`src/hdl/bqlp_pkg.sv`:
```
// ----------------------------------------------------------------------------
// bqlp_pkg
// shared constants, register map and helpers for the biquad lowpass core
// ----------------------------------------------------------------------------
package bqlp_pkg;

    localparam int SAMPLE_BITS_DEF = 16;
    localparam int COEF_BITS_DEF   = 18;

    localparam int NUM_COEFS       = 5;
    localparam int APB_DATA_BITS   = 32;
    localparam int ADDR_BITS       = 5;
    localparam int REG_IDX_BITS    = ADDR_BITS - 2;

    // register map, byte address = 4 * index
    localparam logic [REG_IDX_BITS-1:0] REG_GAIN_NOW       = 3'd0;
    localparam logic [REG_IDX_BITS-1:0] REG_GAIN_PREV      = 3'd1;
    localparam logic [REG_IDX_BITS-1:0] REG_GAIN_PREV2     = 3'd2;
    localparam logic [REG_IDX_BITS-1:0] REG_FEEDBACK_PREV  = 3'd3;
    localparam logic [REG_IDX_BITS-1:0] REG_FEEDBACK_PREV2 = 3'd4;

    // 64-bit add that clamps at the signed limits
    function automatic logic signed [63:0] sat_add64(
        input logic signed [63:0] a,
        input logic signed [63:0] b
    );
        logic signed [64:0] sum;
        logic signed [63:0] res;
        begin
            sum = {a[63], a} + {b[63], b};
            if (sum[64] != sum[63])
            begin
                res = sum[64] ? {1'b1, {63{1'b0}}} : {1'b0, {63{1'b1}}};
            end
            else
            begin
                res = sum[63:0];
            end
            return res;
        end
    endfunction

endpackage

```
`src/hdl/bqlp_regs.sv`:
```
// ----------------------------------------------------------------------------
// bqlp_regs
// apb coefficient register bank, five signed q2.(n-2) coefficients
// ----------------------------------------------------------------------------
module bqlp_regs
    import bqlp_pkg::*;
#(
    parameter int COEF_BITS = COEF_BITS_DEF
)(
    input  logic                                    clk,
    input  logic                                    rst_n,
    input  logic                                    psel,
    input  logic                                    penable,
    input  logic                                    pwrite,
    input  logic [ADDR_BITS-1:0]                    paddr,
    input  logic [APB_DATA_BITS-1:0]                pwdata,
    output logic [APB_DATA_BITS-1:0]                prdata,
    output logic                                    pready,
    output logic [NUM_COEFS-1:0][COEF_BITS-1:0]     coefs
);

    localparam logic [COEF_BITS-1:0] UNITY = COEF_BITS'(1) << (COEF_BITS - 2);
    // gain_now sits in the lowest slot, everything else clears
    localparam logic [NUM_COEFS-1:0][COEF_BITS-1:0] COEF_RESET =
        {{((NUM_COEFS - 1) * COEF_BITS){1'b0}}, UNITY};

    logic [NUM_COEFS-1:0][COEF_BITS-1:0] coef_reg;
    logic [NUM_COEFS-1:0][COEF_BITS-1:0] coef_next;
    logic [REG_IDX_BITS-1:0]             idx;
    logic                                wr_en;
    logic [COEF_BITS-1:0]                rd_coef;

    assign idx    = paddr[ADDR_BITS-1:2];
    assign wr_en  = psel && penable && pwrite;
    assign pready = 1'b1;
    assign coefs  = coef_reg;

    always_comb
    begin
        coef_next = coef_reg;
        if (wr_en)
        begin
            unique case (idx)
                REG_GAIN_NOW:       coef_next[REG_GAIN_NOW]       = pwdata[COEF_BITS-1:0];
                REG_GAIN_PREV:      coef_next[REG_GAIN_PREV]      = pwdata[COEF_BITS-1:0];
                REG_GAIN_PREV2:     coef_next[REG_GAIN_PREV2]     = pwdata[COEF_BITS-1:0];
                REG_FEEDBACK_PREV:  coef_next[REG_FEEDBACK_PREV]  = pwdata[COEF_BITS-1:0];
                REG_FEEDBACK_PREV2: coef_next[REG_FEEDBACK_PREV2] = pwdata[COEF_BITS-1:0];
                default:            coef_next = coef_reg;
            endcase
        end
    end

    always_comb
    begin
        unique case (idx)
            REG_GAIN_NOW:       rd_coef = coef_reg[REG_GAIN_NOW];
            REG_GAIN_PREV:      rd_coef = coef_reg[REG_GAIN_PREV];
            REG_GAIN_PREV2:     rd_coef = coef_reg[REG_GAIN_PREV2];
            REG_FEEDBACK_PREV:  rd_coef = coef_reg[REG_FEEDBACK_PREV];
            REG_FEEDBACK_PREV2: rd_coef = coef_reg[REG_FEEDBACK_PREV2];
            default:            rd_coef = '0;
        endcase
    end

    // read back sign extended
    assign prdata = APB_DATA_BITS'($signed(rd_coef));

    always_ff @(posedge clk or negedge rst_n)
    begin
        if (!rst_n)
        begin
            coef_reg <= COEF_RESET;
        end
        else
        begin
            coef_reg <= coef_next;
        end
    end

endmodule

```
`config.mk`:
```
export PLATFORM = sky130hd
export DESIGN_NAME = bqlp_regs
export DESIGN_NICKNAME = d
export VERILOG_FILES = /design/src/hdl/bqlp_pkg.sv /design/src/hdl/bqlp_regs.sv
export SDC_FILE = /design/constraint.sdc
export NUM_CORES = 1
export LEC_CHECK = 0
export BUFFER_PORTS_ARGS = -buffer_cell sky130_fd_sc_hd__buf_2
export CAP_MARGIN = 10
export CORE_ASPECT_RATIO = 1.75
export CORE_MARGIN = 5
export CORE_UTILIZATION = 50
export CTS_CLUSTER_SIZE = 12
export DETAILED_ROUTE_END_ITERATION = 7
export PLACE_DENSITY = 0.79
export SYNTH_ARGS = -nofsm -noshare
export SYNTH_HDL_FRONTEND = slang
export SYNTH_SLANG_ARGS = --single-unit
export TNS_END_PERCENT = 50
```
`constraint.sdc`:
```
create_clock -name clk -period 2.4 [get_ports clk]
set_input_delay 0.12 -clock clk [delete_from_list [all_inputs] [get_ports clk]]
set_output_delay 0.12 -clock clk [all_outputs]
set_load 0.005 [all_outputs]
```
==> impl_metrics.yaml <==
clock_network:
  cts_buffers: 9
  path_clk_slew_ps: 70
  cts_num_sinks: 90
  postCtsSetupRepairBufs: 0
  cts-root-buf: "clkbuf_16"
  cts_tree: "yes"
  cts_buffer_depth: 2
  ctsHtreeMaxLevel: 3
  clk_latency_ps: 340
worst_setup_path:
  cp_max_fo: 15
  crit_arrival_ps: 1870
  r2r_cells: 1
  start_kind: "input port"
  crit_required_ps: 2280
  path_class: "in2out"
  end_kind: "output pin"
die:
  dieArea_sq_mm: 0.0103
  die_w_microns: 78.9
  die_h_microns: 131
  core_area_sq_mm: 0.00820
  initial_utilization_pct: 50.7
  ios: 165
  num_rows: 44
timing:
  hold_violations: 0
  rsz0062_at_grt: "no"
  finalMaxSlewViolations: 0
  post-route-min-period_ps: 1990
  finClkSkew_ps: 0
  fin_crit_sh_pct: 83.0
  whs_ps: 67.6
  tightest_slew_ps: 718
  max_clock_freq_ghz: 0.502
  final.setup.tns_ps: 0
  setup_violations: 0
  slew_headroom_pct: 51.9
synthesis:
  synth_area_per_cell_sq_um: 14.8
  synthArstFlopShare_pct: 100
  synthesis.nets: 323
  synth_edf_count: 0
  syn_area_sq_mm: 0.00416
  syn_inst: 281
  ys.flop_type: "dfrtp_1"
  yosysTopAreaCell: "dfrtp_1"
  yosysWarnings: 0
  ys_types: 25
  synth-seq-cells: 90
  yosys.cell_count.top_type: "dfrtp_1"
  synth_seq_area_share_pct: 54.2
  yosys-top-cells-count: "89 x dfrtp_1, 80 x mux2_2, 19 x mux2i_1"
  synth_top_area_share_pct: 53.6
  synth_top_cells_by_area: "dfrtp_1 54%, mux2_2 22%, mux2i_1 4.6%, a221o_1 4.1%, mux2_4 3.6%"
placed_design:
  numPortBuffers: 147
  post-dp-hpwl_microns: 7860
  dp_cells: 503
  globalplace.congestion: 0.755
  postPlaceCellArea_sq_mm: 0.00495
drt:
  initialDrtViolationCount: 180
  routedWlPerCell_microns: 20.9
  drc_errors: 0
  vias: 2989
  drt_wl_total_microns: 10900
  ant_nets: 0
  highest_layer: "met4"
  vias_per_cell: 5.75
  wl_met1_microns: 4240
  wl_met3_microns: 558
  route.met2.wl_microns: 5820
  dr.pass1.iters: 4
flow_run:
  drv_cap: 0
power:
  leakage_uw: 0.00277
  vdd_drop_max_mv: 0.634
  powerDensity_mw_per_mm2: 851
layout:
  fin_area_sq_mm: 0.00526
  fin_cells: 520
  area_growth_pct: 26.6
  drive_gt1_share_pct: 64.7
  largest_reg_flops: 90
  nets: 465
  n_antenna_cell: 0
outcome:
  status: "finished clean"
global_routing:
  grt_max_degree: 50
  track_usage_pct: 21.4
  grt_pass1_vias: 3049
  overflow: 0
  antenna_found_initial: 0
  grt_pass1_wl_microns: 16600
worst_hold_path:
  min-delay-path-class: "in2reg"
  worstHoldPathCells: 2
## logic make-up (layout without fill, tap and decap cells)
kind of cell | count (synthesis) | in the layout | synth area share, %
mux | 109 | 109 | 29.9
flops | 90 | 90 | 54.2
compound gates | 36 | 36 | 8.06
buf+inv | 33 | 180 | 5.21
simple gates | 12 | 12 | 2.59
other cells | 1 | 1 | 0.0902
## metrics by stage
step	total power [uW]	setup slack [ps]	utilization (%)
after floorplan	2560	852	-
after global placement	3050	471	60.3
after detailed placement	3090	405	60.3
after CTS	4530	402	64.2
after global routing	4710	260	64.2
final	4480	408	64.2
## worst paths after layout
kind	start	to	slack (ps)
setup / recovery	paddr[3]	prdata[23]	410
hold / removal	pwdata[10]	coefs[10]	70
setup reg to reg	coefs[71]	coefs[71]	1600
hold reg to reg	coefs[50]	coefs[50]	530
max in group asynchronous	rst_n	coefs[16]	1320
min in group asynchronous	rst_n	coefs[28]	340
## critical path, stage by stage
cell	delay [ps]
buf_2	220
nor3_2	630
buf_4	320
a221o_1	370
buf_2	190
## routing by layer
| metal | up-vias | global-route usage [%] |
|---|---|---|
| met5 | - | 0 |
| met4 | 0 | 8.70 |
| met3 | 20 | 4.94 |
| met2 | 111 | 37.2 |
| met1 | 1536 | 25.7 |
| li1 | 1322 | - |
## layout by cell type, fill, tap and decap left out, types with 2 or more instances in the layout
master	count
dfrtp_1	89
nand2b_1	2
clkbuf_16	9
buf_2	146
buf_12	2
mux2i_1	19
buf_4	15
nor2_2	3
mux2_2	80
clkbuf_8	2
mux2_4	10
o2bb2ai_1	17
clkinv_2	3
a221o_1	17
## area by class of cell
class	instances	area [sq um]
flip-flops and latches	90	2250
well taps	92	115
repair buffers	164	893
clock inverters	5	52.6
clock buffers	11	253
multi-input cells	158	1700
fillers	634	2940
## power breakdown
part	switching, uW	leakage, uW	total, uW	internal [uW]
Clock	567	0.000151	1420	858
Combinational	412	0.00147	996	584
Sequential	239	0.00115	2060	1820
Total	1220	0.00277	4480	3260
## timing repair
action / in CTS / in global routing
hold endpoints to repair: 48 / 0
gates resized for setup: 0 / 0
hold buffers: 1 / 0
No activity file was read; power rests on OpenSTA's default activity.
